**src/lrupr_pkg.sv**
```systemverilog
package lrupr_pkg;

    localparam int unsigned FRAME_COUNT_DEF = 4;
    localparam int unsigned PAGE_BITS_DEF   = 10;

    typedef struct packed {
        logic valid;
        logic found;
    } lrupr_link_t;

endpackage

```
**src/lrupr_cell.sv**
```systemverilog
module lrupr_cell #(
    parameter int unsigned PAGE_BITS = lrupr_pkg::PAGE_BITS_DEF
) (
    input  logic                   clk,
    input  logic                   rst_n,
    input  logic                   advance,
    input  logic [PAGE_BITS-1:0]   ref_page,
    input  lrupr_pkg::lrupr_link_t prev_link,
    input  logic [PAGE_BITS-1:0]   prev_page,
    output lrupr_pkg::lrupr_link_t this_link,
    output logic [PAGE_BITS-1:0]   this_page
);
    import lrupr_pkg::*;

    logic                 valid_reg;
    logic                 valid_next;
    logic [PAGE_BITS-1:0] page_reg;
    logic [PAGE_BITS-1:0] page_next;
    logic                 match;
    logic                 shift;

    assign match = valid_reg && (page_reg == ref_page);
    assign shift = advance && !prev_link.found;

    always_comb
    begin
        valid_next = valid_reg;
        page_next  = page_reg;
        if (shift)
        begin
            valid_next = prev_link.valid;
            page_next  = prev_page;
        end
    end

    always_ff @(posedge clk or negedge rst_n)
    begin
        if (!rst_n)
        begin
            valid_reg <= 1'b0;
        end
        else
        begin
            valid_reg <= valid_next;
        end
    end

    always_ff @(posedge clk)
    begin
        page_reg <= page_next;
    end

    assign this_link.valid = valid_reg;
    assign this_link.found = prev_link.found || match;
    assign this_page       = page_reg;

endmodule

```
**src/lru_page_replacement.sv**
```systemverilog
// Channel  | Handshake             | Beat
// ---------+-----------------------+--------------------------------------------------
// in       | in_valid / in_ready   | page_number
// out      | out_valid / out_ready | hit, evicted, evicted_page, occupied_count
//
// One reference per cycle while in_ready; its result is registered on the next cycle.
// Cells form a recency stack, newest first; a beat shifts cells down to a hit, or all.
// The last cell holds the least recent page, which leaves the chain on a full miss.
// Reset clears every valid bit and the occupancy count; no clearing pass.
// in_ready drops only while a result waits and out_ready is low.
module lru_page_replacement #(
    parameter int unsigned FRAME_COUNT = lrupr_pkg::FRAME_COUNT_DEF,
    parameter int unsigned PAGE_BITS   = lrupr_pkg::PAGE_BITS_DEF,
    localparam int unsigned COUNT_W    = $clog2(FRAME_COUNT + 1)
) (
    input  logic                 clk,
    input  logic                 rst_n,
    input  logic                 in_valid,
    output logic                 in_ready,
    input  logic [PAGE_BITS-1:0] page_number,
    output logic                 out_valid,
    input  logic                 out_ready,
    output logic                 hit,
    output logic                 evicted,
    output logic [PAGE_BITS-1:0] evicted_page,
    output logic [COUNT_W-1:0]   occupied_count
);
    import lrupr_pkg::*;

    lrupr_link_t          link [FRAME_COUNT+1];
    logic [PAGE_BITS-1:0] page [FRAME_COUNT+1];

    logic                 accept;
    logic                 hit_now;
    logic                 evict_now;
    logic                 out_valid_reg;
    logic                 out_valid_next;
    logic                 hit_reg;
    logic                 evicted_reg;
    logic [PAGE_BITS-1:0] evicted_page_reg;
    logic [COUNT_W-1:0]   count_reg;
    logic [COUNT_W-1:0]   count_next;

    assign in_ready = !out_valid_reg || out_ready;
    assign accept   = in_valid && in_ready;

    assign link[0].valid = 1'b1;
    assign link[0].found = 1'b0;
    assign page[0]       = page_number;

    for (genvar i = 0; i < FRAME_COUNT; i++)
    begin : g_cell
        lrupr_cell #(
            .PAGE_BITS (PAGE_BITS)
        ) u_cell (
            .clk       (clk),
            .rst_n     (rst_n),
            .advance   (accept),
            .ref_page  (page_number),
            .prev_link (link[i]),
            .prev_page (page[i]),
            .this_link (link[i+1]),
            .this_page (page[i+1])
        );
    end

    assign hit_now   = link[FRAME_COUNT].found;
    assign evict_now = !hit_now && link[FRAME_COUNT].valid;

    always_comb
    begin
        count_next     = count_reg;
        out_valid_next = out_valid_reg;
        if (out_ready)
        begin
            out_valid_next = 1'b0;
        end
        if (accept)
        begin
            out_valid_next = 1'b1;
            if (!hit_now && !link[FRAME_COUNT].valid)
            begin
                count_next = count_reg + COUNT_W'(1);
            end
        end
    end

    always_ff @(posedge clk or negedge rst_n)
    begin
        if (!rst_n)
        begin
            out_valid_reg <= 1'b0;
            count_reg     <= '0;
        end
        else
        begin
            out_valid_reg <= out_valid_next;
            count_reg     <= count_next;
        end
    end

    always_ff @(posedge clk)
    begin
        if (accept)
        begin
            hit_reg          <= hit_now;
            evicted_reg      <= evict_now;
            evicted_page_reg <= evict_now ? page[FRAME_COUNT] : '0;
        end
    end

    assign out_valid      = out_valid_reg;
    assign hit            = hit_reg;
    assign evicted        = evicted_reg;
    assign evicted_page   = evicted_page_reg;
    assign occupied_count = count_reg;

endmodule

```
**config.mk**
```make
export PLATFORM = sky130hd
export DESIGN_NAME = lru_page_replacement
export DESIGN_NICKNAME = d
export VERILOG_FILES = /design/src/lrupr_pkg.sv /design/src/lrupr_cell.sv /design/src/lru_page_replacement.sv
export SDC_FILE = /design/constraint.sdc
export NUM_CORES = 1
export LEC_CHECK = 0
export ABC_AREA = 1
export BUFFER_PORTS_ARGS = -buffer_cell sky130_fd_sc_hd__clkbuf_2
export CAP_MARGIN = 20
export CORE_MARGIN = 4
export CORE_UTILIZATION = 38
export DETAILED_ROUTE_END_ITERATION = 10
export PLACE_DENSITY = 0.61
export SLEW_MARGIN = 20
export SYNTH_ARGS = -nofsm -noshare
export SYNTH_HDL_FRONTEND = slang
export SYNTH_HIERARCHICAL = 1
export SYNTH_SLANG_ARGS = --single-unit
```
**constraint.sdc**
```tcl
create_clock -name clk -period 4.4 [get_ports clk]
set_input_delay 0.88 -clock clk [delete_from_list [all_inputs] [get_ports clk]]
set_output_delay 0.88 -clock clk [all_outputs]
set_load 0.005 [all_outputs]
```
Yosys cells after proc, flatten, opt, wreduce, memory -nomap -nowiden:

Index checks and enable logic that the tools add are counted.

* bits in registers: 60
* input bits: 14
* output and inout port bits: 17
* logic and storage cells: 42

* $add $sub $neg: 1
* eq/ne operators: 4
* mux-type cells: 2
* reduce and logical (&&, ||, !) cells: 22

Operator list (number)
* equality test 10 bit: 4
* logical AND 1 bit: 10
* logical NOT 1 bit: 6
* logical OR 1 bit: 4
* adder 3 x 1 -> 3 bit, second input constant: 1
* 2-to-1 mux 1 bit: 2
* AND reduction 2 bit: 1
* nonzero test 2 bit: 1

Depth between registers and ports, before layout:

Gate-level depths: netlist of the first run.

* depth after elaboration: 8
* depth in mapped cells: 18

Hierarchy:

The synthesis of the first run kept the hierarchy.

By module, submodules not included
* lrupr_cell: times used 4, cells each 67, area an instance 555.5 sq um, seq. area each 325.3 sq um
* lru_page_replacement: times used 1, cells each 64, area an instance 669.4 sq um, seq. area each 460.4 sq um

Worst setup path before layout of the first run:

Ideal clock, no wire load.

* path type: input-to-reg
* start point: input port out_ready
* end point: register g_cell[0].u_cell.page_reg[0] (enable)
* library setup time: 0.340 ns
* arrival: 1.817 ns
* required time: 4.060 ns
* path slack: 2.243 ns
* stages: 4
* path buffers: 0
* cells stage by stage: inv_1 a21oi_2 nand2_1 inv_1

* cells in the longest elaborated chain, start to end: 2

RTL lines
* start: declaration: line lru_page_replacement.sv:22 `input logic out_ready,`
* logical OR 1 bit: line lru_page_replacement.sv:44 `assign in_ready = !out_valid_reg || out_ready;`
* logical AND 1 bit: line lru_page_replacement.sv:45 `assign accept = in_valid && in_ready;`
* via accept: line lru_page_replacement.sv:33 `logic accept;`
* end signal: assignment: line lrupr_cell.sv:50 `page_reg <= page_next;`
* end: declaration: line lrupr_cell.sv:17 `logic [PAGE_BITS-1:0] page_reg;`

The timed path passes the listed nets, and every way through them passes these cells.
A chain may end at the register's enable or synchronous reset.

Worst setup path in the final report of the first run:

* start point: input port out_ready
* end point: register g_cell[0].u_cell.page_reg[4] (enable)

Same word-level chain as after synthesis.

==> qor.yml, run 1 <==
timing:
  setup_viol: 0
  fmax_mhz: 458.0
  timing.final.ws_setup_ns: 2.216
  period_share_pct: 49.63
  hold_violations: 0
  tns_ns: 0
  max-slew-margin-rel_pct: 44.10
  period_minus_slack_ns: 2.184
  tightest_slew_ns: 0.8385
  rsz0062_at_grt: "false"
  slew_violations: 0
  skew_ns: 0.009831
floorplan:
  chipWidth_um: 95.23
  start_util_pct: 39.44
  core_sq_mm: 0.007331
  io_pins: 31
  die_y_um: 95.23
  fp.dieArea_sq_mm: 0.009069
  rows: 31
critical_path:
  reg2reg_slack_ns: 2.49
  cpPeakStageDelay_ns: 0.67
  cp_num_buf_inv: 3
  worstRegToRegCells: 3
  r2r_end: "g_cell[0].u_cell/this_page[4]"
  startpoint_type: "primary input"
  critPathMaxFanout: 17
  critPathKind: "primary input to flop"
  setup.worst_path.end_class: "flop"
  crit_required_ns: 4.38
  critPathArrivalTime_ns: 2.17
  timing.rr.start: "out_valid"
  crit_chain: "clkbuf_2 > inv_1 > a21oi_2 > nand2_1 > inv_1"
  slowest_stage: "a21oi_2"
  cp_common_cell: "inv_1"
  critical_path.top_delay_family: "compound AO/OA/AOI/OAI gates"
clock_tree:
  insertion_delay_ns: 0.33
  clkSinkCount: 60
  cts_buffer_depth: 2
  tritoncts: "built"
  cts_inserted_buffers: 9
  post_cts_buffers: 0
  cts_max_level: 3
  cts_resized: 0
  cts_hold_buf: 0
  clkSlewWorstSetupHoldPaths_ns: 0.07
  root_buffer: "clkbuf_8"
grt:
  antenna_found_initial: 0
  grt_usage_pct: 11.57
  first_global_vias: 1736
  grt_pass1_wl_um: 7831
  grt_max_degree: 18
  overflow: 0
drt:
  drt_iter0_markers: 79
  ant_nets: 0
  drt_wl_total_um: 4790
  drc: 0
  drtPass1Iterations: 4
  vias: 1981
  via_per_inst: 4.188
  avgRoutedWirePerCell_um: 10.13
yosys:
  ys_types: 17
  syn_inst: 332
  synth-edff-count: 52
  synth_seq_area_share_pct: 60.93
  syn_area_per_cell_sq_um: 8.709
  synth_nets: 347
  synth-async-reset-ratio_pct: 13.33
  synth-seq-cells: 60
  netlist_area_sq_mm: 0.002892
  yosysWarningCount: 6
  yosys_most_used_dff: "edfxtp_1"
placement:
  hpwl_um: 3700
  port-buffer-count: 30
  dp_slack_ns: 1.815
  dpl_cell_area_sq_mm: 0.003136
  gp_congestion: 0.7276
cells_and_area:
  syn2layout_area_growth_pct: 14.76
  layout_common_cells: "nand2_1, inv_1, edfxtp_1"
  drive_above_1_share_pct: 12.83
  finalNetCount: 384
  antenna-diode-count: 0
  largest_reg_flops: 40
  final_common_cell: "nand2_1"
  fin_area_sq_mm: 0.003318
power_and_ir_drop:
  cellLeakagePower_nw: 1.693
  comb_power_share_pct: 11.6
  switching_share_pct: 24.94
  ir_worst_vdd_v: 0.0001558
  p_int_uw: 980.9
  power_frac_seq_pct: 53.1
  cellPowerDensity_mw_per_mm2: 393.8
  p_sw_uw: 325.9
  clock_power_share_pct: 35.3
worst_hold_path:
  hold_class: "primary input to asynchronous set/reset pin"
run_status:
  outcome: "finished, final reports clean"
job:
  maxCapViolations: 0
## cell families (layout without fill, tap and decap cells)
logic type | count (synthesis) | after routing | synth area share (%)
AOI/OAI and AO/OA | 9 | 9 | 1.688
xor gates and xnor gates | 8 | 8 | 2.423
adders and majority gates | 1 | 1 | 0.4326
buffers and inverters | 97 | 139 | 13.11
DFF | 60 | 60 | 60.93
other | 2 | 2 | 0.2597
and+or+nand+nor | 155 | 155 | 21.16
## cell type report
class / instances / area, sq um
fill: 727 / 4013
tap: 99 / 123.9
sequential: 60 / 1762
clock buffer: 10 / 127.6
clock inverter: 6 / 55.05
timing repair buffer: 30 / 150.1
multi-input combinational: 175 / 750.7
inverter: 93 / 349.1
## cells in the mapped netlist, types with 4 or more instances
cell type / number / area (sq um)
nand4_1: 6 / 37.54
edfxtp_1: 52 / 1562
dfrtp_1: 8 / 200.2
xnor2_1: 8 / 70.07
o21ai_0: 4 / 20.02
buf_4: 4 / 30.03
nand3_1: 6 / 30.03
nand2_1: 110 / 412.9
nor2_1: 30 / 112.6
inv_1: 92 / 345.3
a21oi_1: 4 / 20.02
## worst max path at each step
stage / end / startpoint / cells past startpoint / slack, ns
final: g_cell[0].u_cell/this_page[4] / out_ready / 5 / 2.22
after global routing: g_cell[3].u_cell/this_page[9] / page_number[2] / 16 / 2.00
after CTS: g_cell[0].u_cell/this_page[1] / out_ready / 5 / 2.18
after detailed placement: g_cell[0].u_cell/this_page[1] / out_ready / 5 / 1.81
after global placement: g_cell[0].u_cell/this_page[4] / out_ready / 5 / 1.85
after floorplan: g_cell[0].u_cell/this_page[0] / out_ready / 4 / 2.24
## layer usage
| metal | track usage (%) | vias up | wire length [um] |
|---|---|---|---|
| li1 | - | 1054 | - |
| met1 | 14.24 | 880 | 2267 |
| met2 | 18.37 | 41 | 2188 |
| met3 | 4.736 | 6 | 270 |
| met4 | 3.966 | 0 | 63 |
| met5 | 0 | - | 0 |
## metrics by stage
step | utilization (%) | power [mW] | cells | hold slack, ns
floorplan | - | 0.8082 | 332 | 0.4264
global placement | 42.77 | 0.8580 | 457 | 0.4370
detailed placement | 42.77 | 0.8621 | 457 | 0.4352
CTS | 45.26 | 1.327 | 473 | 0.3788
global route | 45.26 | 1.377 | 473 | 0.3994
finish | 45.26 | 1.307 | 473 | 0.3866
## power groups by stage
| stage | combinational [mW] | clock (mW) | sequential [mW] |
|---|---|---|---|
| 2_1_floorplan | 0.106 | 0 | 0.702 |
| 3_3_place_gp | 0.153 | 0 | 0.705 |
| 3_5_place_dp | 0.156 | 0 | 0.707 |
| 4_1_cts | 0.156 | 0.476 | 0.694 |
| 5_1_grt | 0.177 | 0.501 | 0.699 |
| 6_report | 0.152 | 0.461 | 0.694 |
Note: power is estimated with default switching activity, not from simulation.
==> run 2: changes to the inputs <==
--- a/config.mk
+++ b/config.mk
@@ -11,7 +11,7 @@
 export CORE_MARGIN = 4
 export CORE_UTILIZATION = 38
 export DETAILED_ROUTE_END_ITERATION = 10
-export PLACE_DENSITY = 0.61
+export PLACE_DENSITY = 0.63
 export SLEW_MARGIN = 20
 export SYNTH_ARGS = -nofsm -noshare
 export SYNTH_HDL_FRONTEND = slang
==> constraint.sdc (replaced) <==
create_clock -name clk -period 1.8 [get_ports clk]
set_input_delay 0.36 -clock clk [delete_from_list [all_inputs] [get_ports clk]]
set_output_delay 0.36 -clock clk [all_outputs]
set_load 0.005 [all_outputs]
==> run 2 against run 1 <==
Net effect:
- critical path depth up 12
- design area up 6.0%
- combinational power rose to 2.9 times the previous value
- worst setup slack worse by 2.2 ns
- clock power up 110%
- routed wire length down 0.31%
- first-iteration DRC count down 22%
- largest cell class unchanged
==> qor.yml, run 2 (same netlist as run 1, synthesis figures left out) <==
run_status:
  outcome: "finished, final reports clean"
cells_and_area:
  layout_common_cells: "nand2_1, inv_1, edfxtp_1"
  fill_cells: 687  # -5.5%
  regArea_sq_mm: 0.001762  # unchanged
  antenna-diode-count: 0  # unchanged
  syn2layout_area_growth_pct: 21.68
  fin_area_sq_mm: 0.003518  # +6.0%
  final_common_cell: "nand2_1"
  largest_reg_flops: 40  # unchanged
  drive_above_1_share_pct: 21.32  # +8.5 points
  fin_util_pct: 47.99  # +2.7 points
  finalNetCount: 404  # +5.2%
  multiInputGateArea_sq_um: 804.5  # +7.2%
critical_path:
  critPathArrivalTime_ns: 1.93  # -0.24 ns
  endpoint: "evicted_page[3]"
  startpoint_type: "flop"
  worstRegToRegCells: 17  # +14
  crit_start: "g_cell[0].u_cell/this_page[2]"
  crit_required_ns: 1.99  # -2.39 ns
  reg2reg_slack_ns: 0.06  # -2.43 ns
  r2r_end: "evicted_page[3]"
  setup.worst_path.end_class: "flop"
  critPathKind: "flop to flop"
  critPathMaxFanout: 5  # -12
  timing.rr.start: "g_cell[0].u_cell/this_page[2]"
floorplan:
  rows: 31  # unchanged
  die_y_um: 95.23  # unchanged
  fp.dieArea_sq_mm: 0.009069  # unchanged
  start_util_pct: 39.44  # unchanged
  chipWidth_um: 95.23  # unchanged
  io_pins: 31  # unchanged
  core_sq_mm: 0.007331  # unchanged
drt:
  via_per_inst: 4.093  # -2.3%
  ant_nets: 0  # unchanged
  drt_wl_total_um: 4775  # -0.31%
  drt_iter0_markers: 62  # -22%
  drc: 0  # unchanged
  drtPass1Iterations: 4  # unchanged
  avgRoutedWirePerCell_um: 9.686  # -4.4%
  vias: 2018  # +1.9%
timing:
  period_share_pct: 96.72
  skew_ns: 0.008530  # -0.001302 ns
  hold_violations: 0  # unchanged
  period_minus_slack_ns: 1.741
  fmax_mhz: 574.4
  slew_violations: 0  # unchanged
  hold_ws_ns: 0.2845  # -0.1021 ns
  rsz0062_at_grt: "true"
  setup_viol: 0  # unchanged
placement:
  port-buffer-count: 30  # unchanged
  gp_congestion: 0.7288  # +0.16%
  hpwl_um: 3625  # -2.0%
  dpl_cell_area_sq_mm: 0.003233  # +3.1%
clock_tree:
  root_buffer: "clkbuf_8"
  cts_buffer_depth: 2  # unchanged
  insertion_delay_ns: 0.33  # about the same
  clkSlewWorstSetupHoldPaths_ns: 0.06  # about the same
  tritoncts: "built"
  cts_max_level: 3  # unchanged
  clkSinkCount: 60  # unchanged
  cts_inserted_buffers: 9  # unchanged
power_and_ir_drop:
  ir_worst_vdd_v: 0.0004986  # +220%
  cellPowerDensity_mw_per_mm2: 877.0  # +120%
  cellLeakagePower_nw: 1.745  # +3.1%
grt:
  first_global_vias: 1891  # +8.9%
  grt_pass1_wl_um: 8211  # +4.9%
  grt_usage_pct: 12.06  # +0.49 points
  overflow: 0  # unchanged
  antenna_found_initial: 0  # unchanged
  grt_max_degree: 14  # -4
worst_hold_path:
  hold_class: "primary input to flop"
job:
  maxCapViolations: 0  # unchanged
[run 2: cell types whose count changed in the layout (fill, tap and decap cells not counted), moves of 3 or more]
cell        delta
buf_4         +16
inv_1          -6
nand2_1        -5
nor2_1         -5
clkinvlp_4     +4
nand2_2        +4
clkbuf_1       +3
inv_2          +3
nor2_2         +3
[run 2: stage by stage]
stage / cells / setup slack (ns) / TNS [ns] / total power [mW]
CTS: 487 / 0.008198 / 0 / 3.097
finish: 493 / 0.05910 / 0 / 3.086
global route: 493 / -0.1025 / -1.321 / 3.290
global placement: 470 / -0.1547 / -2.494 / 2.111
floorplan: 332 / 0.1628 / 0 / 1.976
detailed placement: 470 / -0.1469 / -2.741 / 2.127
[run 2: layer usage]
metal / vias to the layer above / global-route usage [%] / wire length, um
li1: 1098 / - / -
met1: 884 / 14.60 / 2189
met2: 30 / 19.13 / 2276
met3: 6 / 4.972 / 241
met4: 0 / 4.688 / 67
met5: - / 0 / 0
[run 2: timing repair]
item	in CTS	in global routing
buffers inserted	0	4
setup endpoints to repair	22	45
hold endpoints to repair	8	0
cloned	0	2
pin swaps	0	12
hold buffers	1	0
gates resized for setup	2	22
[run 2: how the worst min path moves through the flow]
stage                                          to  slack [ns]  cells after the start            from
floorplan              g_cell[0].u_cell/valid_reg        0.06                      0           rst_n
global placement       g_cell[0].u_cell/valid_reg        0.22                      1           rst_n
detailed placement     g_cell[0].u_cell/valid_reg        0.23                      1           rst_n
CTS                 g_cell[0].u_cell/this_page[0]        0.26                      1  page_number[0]
global route        g_cell[0].u_cell/this_page[0]        0.26                      1  page_number[0]
finish              g_cell[0].u_cell/this_page[0]        0.28                      1  page_number[0]
[run 2: power by group]
part	internal, mW	leakage, nW	switching [mW]	total [mW]
logic	0.185	1.08	0.250	0.434
registers	1.63	0.587	0.0689	1.70
clock network	0.491	0.0788	0.463	0.954
[run 2: cell type report]
cell class	count	share of cell area (%)
Clock buffer	13	3.947
Clock inverter	3	0.3912
Inverter	93	10.24
Multi-Input combinational cell	175	22.87
Sequential cell	60	50.07
Tap cell	99	3.521
Timing Repair Buffer	48	8.535
Timing Repair inverter	2	0.4267
[run 2: critical path, cell delays in order, from the launching register on]
cell and delay, ns:
edfxtp_1 0.40, inv_1 0.07, nand2_1 0.04, nand2_1 0.06, nor2_1 0.04, nand2_1 0.07, nor2_2 0.04, nand2_1 0.05
nand2_1 0.06, inv_2 0.06, nand2_2 0.04, inv_2 0.05, nand2_2 0.04, inv_2 0.07, nand2_4 0.08, nor2_4 0.14
clkinvlp_4 0.16, nor2_1 0.12
==> run 3: changes to the inputs <==
--- a/config.mk
+++ b/config.mk
@@ -6,7 +6,7 @@
 export NUM_CORES = 1
 export LEC_CHECK = 0
 export ABC_AREA = 1
-export BUFFER_PORTS_ARGS = -buffer_cell sky130_fd_sc_hd__clkbuf_2
+export BUFFER_PORTS_ARGS = -buffer_cell sky130_fd_sc_hd__buf_2
 export CAP_MARGIN = 20
 export CORE_MARGIN = 4
 export CORE_UTILIZATION = 38
==> run 3 against run 2 <==
Net effect:
- count of clock-buffer cells in the layout fell by 4
- clock power is 31% higher
- die area is the same
- non-clock buffer count decreased by 6
- via count grew 0.74%
- global-route usage down 0.14 points
- power grew 9.0%
- worst hold slack got worse by 0.0099 ns
- first-iteration DRC count up 92%
- register-to-register slack about the same
- critical path depth did not move
- critical endpoint is now evicted_page[5]
- largest power group unchanged
==> qor.yml, run 3 (same netlist as run 1, synthesis figures left out) <==
timing:
  skew_ns: 0.005868  # -0.002662 ns
  hold_violations: 0  # unchanged
  period_minus_slack_ns: 1.746  # +0.004631 ns
  fmax_mhz: 572.9  # -0.27%
  setup_viol: 0  # unchanged
  tns_ns: 0  # unchanged
  slew_violations: 0  # unchanged
  period_share_pct: 96.97  # +0.26 points
  timing.final.ws_setup_ns: 0.05447  # -0.004631 ns
  rsz0062_at_grt: "true"
  hold_ws_ns: 0.2746  # -0.009880 ns
cells_and_area:
  antenna-diode-count: 0  # unchanged
  final_common_cell: "nand2_1"
  largest_reg_flops: 40  # unchanged
  regArea_sq_mm: 0.001762  # unchanged
  layout_common_cells: "nand2_1, inv_1, edfxtp_1"
  fill_cells: 700  # +1.9%
  finalNonFillerCells: 488  # -1.0%
  drive_above_1_share_pct: 18.25  # -3.1 points
  multiInputGateArea_sq_um: 780.7  # -3.0%
  syn2layout_area_growth_pct: 20.94
  finalNetCount: 399  # -1.2%
floorplan:
  die_y_um: 95.23  # unchanged
  core_sq_mm: 0.007331  # unchanged
  start_util_pct: 39.44  # unchanged
  chipWidth_um: 95.23  # unchanged
  rows: 31  # unchanged
  io_pins: 31  # unchanged
  fp.dieArea_sq_mm: 0.009069  # unchanged
job:
  maxCapViolations: 0  # unchanged
placement:
  dp_slack_ns: -0.1109  # +0.03598 ns
  port-buffer-count: 30  # unchanged
  gp_congestion: 0.7486  # +2.7%
  hpwl_um: 3612  # -0.36%
  dp.cells: 468  # -0.43%
drt:
  via_per_inst: 4.166  # +1.8%
  drt_wl_total_um: 4936  # +3.4%
  ant_nets: 0  # unchanged
  drc: 0  # unchanged
  avgRoutedWirePerCell_um: 10.11  # +4.4%
  vias: 2033  # +0.74%
  drtPass1Iterations: 4  # unchanged
  drt_iter0_markers: 119  # +92%
power_and_ir_drop:
  cellPowerDensity_mw_per_mm2: 961.3  # +9.6%
  cellLeakagePower_nw: 1.738  # -0.41%
  ir_worst_vdd_v: 0.0005819  # +17%
grt:
  grt_max_degree: 14  # unchanged
  first_global_vias: 1850  # -2.2%
  grt_pass1_wl_um: 8142  # -0.84%
  antenna_found_initial: 0  # unchanged
  overflow: 0  # unchanged
  grt_usage_pct: 11.92  # -0.14 points
clock_tree:
  cts_max_level: 3  # unchanged
  cts_buffer_depth: 2  # unchanged
  tritoncts: "built"
  post_cts_buffers: 0  # unchanged
  cts_inserted_buffers: 9  # unchanged
  clkSinkCount: 60  # unchanged
  insertion_delay_ns: 0.33  # about the same
  root_buffer: "clkbuf_8"
  clkSlewWorstSetupHoldPaths_ns: 0.06  # about the same
critical_path:
  startpoint_type: "flop"
  critPathArrivalTime_ns: 1.94  # about the same
  critPathMaxFanout: 5  # unchanged
  critPathKind: "flop to flop"
  crit_required_ns: 1.99  # about the same
  cp_num_buf_inv: 5  # unchanged
  slowest_stage: "edfxtp_1"
  critical_path.top_delay_family: "simple AND/OR/NAND/NOR gates"
  cp_common_cell: "nand2_1"
  crit_chain: "inv_1 > nand2_1 > nand2_1 > nor2_1 > nand2_1 > nor2_1 > nand2_1 > nand2_1 > inv_1 > nand2_1 > inv_1 > nand2_1 > inv_2 > nand2_4 > nor2_4 > clkinvlp_4 > nor2_1"
  cpPeakStageDelay_ns: 0.40  # about the same
  setup.worst_path.end_class: "flop"
worst_hold_path:
  hold_class: "primary input to flop"
run_status:
  outcome: "finished, final reports clean"
==> run 3: changes by cell type in the layout (fill, tap and decap cells not counted), moves of 2 or more <==
cell,change
buf_2,+30
inv_2,-2
clkbuf_1,-4
nor2_1,+3
bufinv_16,+2
buf_4,-5
clkinv_1,+2
nand2_2,-3
clkbuf_2,-30
nor2_2,-3
inv_1,+2
nand2_1,+3
==> run 3: cell type report <==
class                           instances  area share, %
Sequential cell                        60          50.38
Timing Repair inverter                  3         0.6440
Tap cell                               99          3.542
Clock inverter                          7          2.326
Inverter                               93          10.30
Timing Repair Buffer                   42          6.941
Multi-Input combinational cell        175          22.33
Clock buffer                            9          3.542
==> run 3: path summary, 6_finish.rpt <==
kind	start	to	slack (ns)	cells after the start
worst max-delay path	g_cell[0].u_cell/this_page[2]	evicted_page[5]	0.05	17
worst min-delay path	page_number[0]	g_cell[0].u_cell/this_page[0]	0.27	1
worst max register to register	g_cell[0].u_cell/this_page[2]	evicted_page[5]	0.05	17
worst min register to register	g_cell[2].u_cell/this_page[0]	g_cell[3].u_cell/this_page[0]	0.45	0
max in group asynchronous	rst_n	g_cell[1].u_cell/valid_reg	1.24	2
min in group asynchronous	rst_n	g_cell[2].u_cell/valid_reg	0.39	2
==> run 3: what timing repair did <==
action                                  in CTS  in global routing
endpoints found under the setup margin      10                 45
resized for setup                            1                 14
pin swaps                                    0                  2
endpoints found under the hold margin        8                  0
cloned                                       0                  3
hold buffers                                 1                  0
==> run 3: per-stage QoR <==
step | util, % | instance area [sq um] | total power, mW
floorplan | - | 2892 | 1.976
global placement | 43.90 | 3218 | 2.106
detailed placement | 43.90 | 3218 | 2.123
CTS | 46.89 | 3437 | 3.386
global route | 47.70 | 3497 | 3.562
finish | 47.70 | 3497 | 3.362
==> run 3: where the power goes <==
| part | leakage, nW | internal (mW) | switching (mW) |
|---|---|---|---|
| clock | 0.105 | 0.759 | 0.487 |
| combinational | 1.05 | 0.172 | 0.248 |
| sequential | 0.587 | 1.63 | 0.0672 |
| total | 1.74 | 2.56 | 0.802 |
==> run 3: routing by layer <==
layer / global-route usage [%] / share of wire, % / up-vias / wire length (um)
met4: 4.207 / 0.28 / 0 / 14
met2: 19.53 / 50 / 47 / 2475
met5: 0 / 0 / - / 0
met1: 14.02 / 43 / 898 / 2124
met3: 4.972 / 6.5 / 2 / 322
li1: - / - / 1086 / -
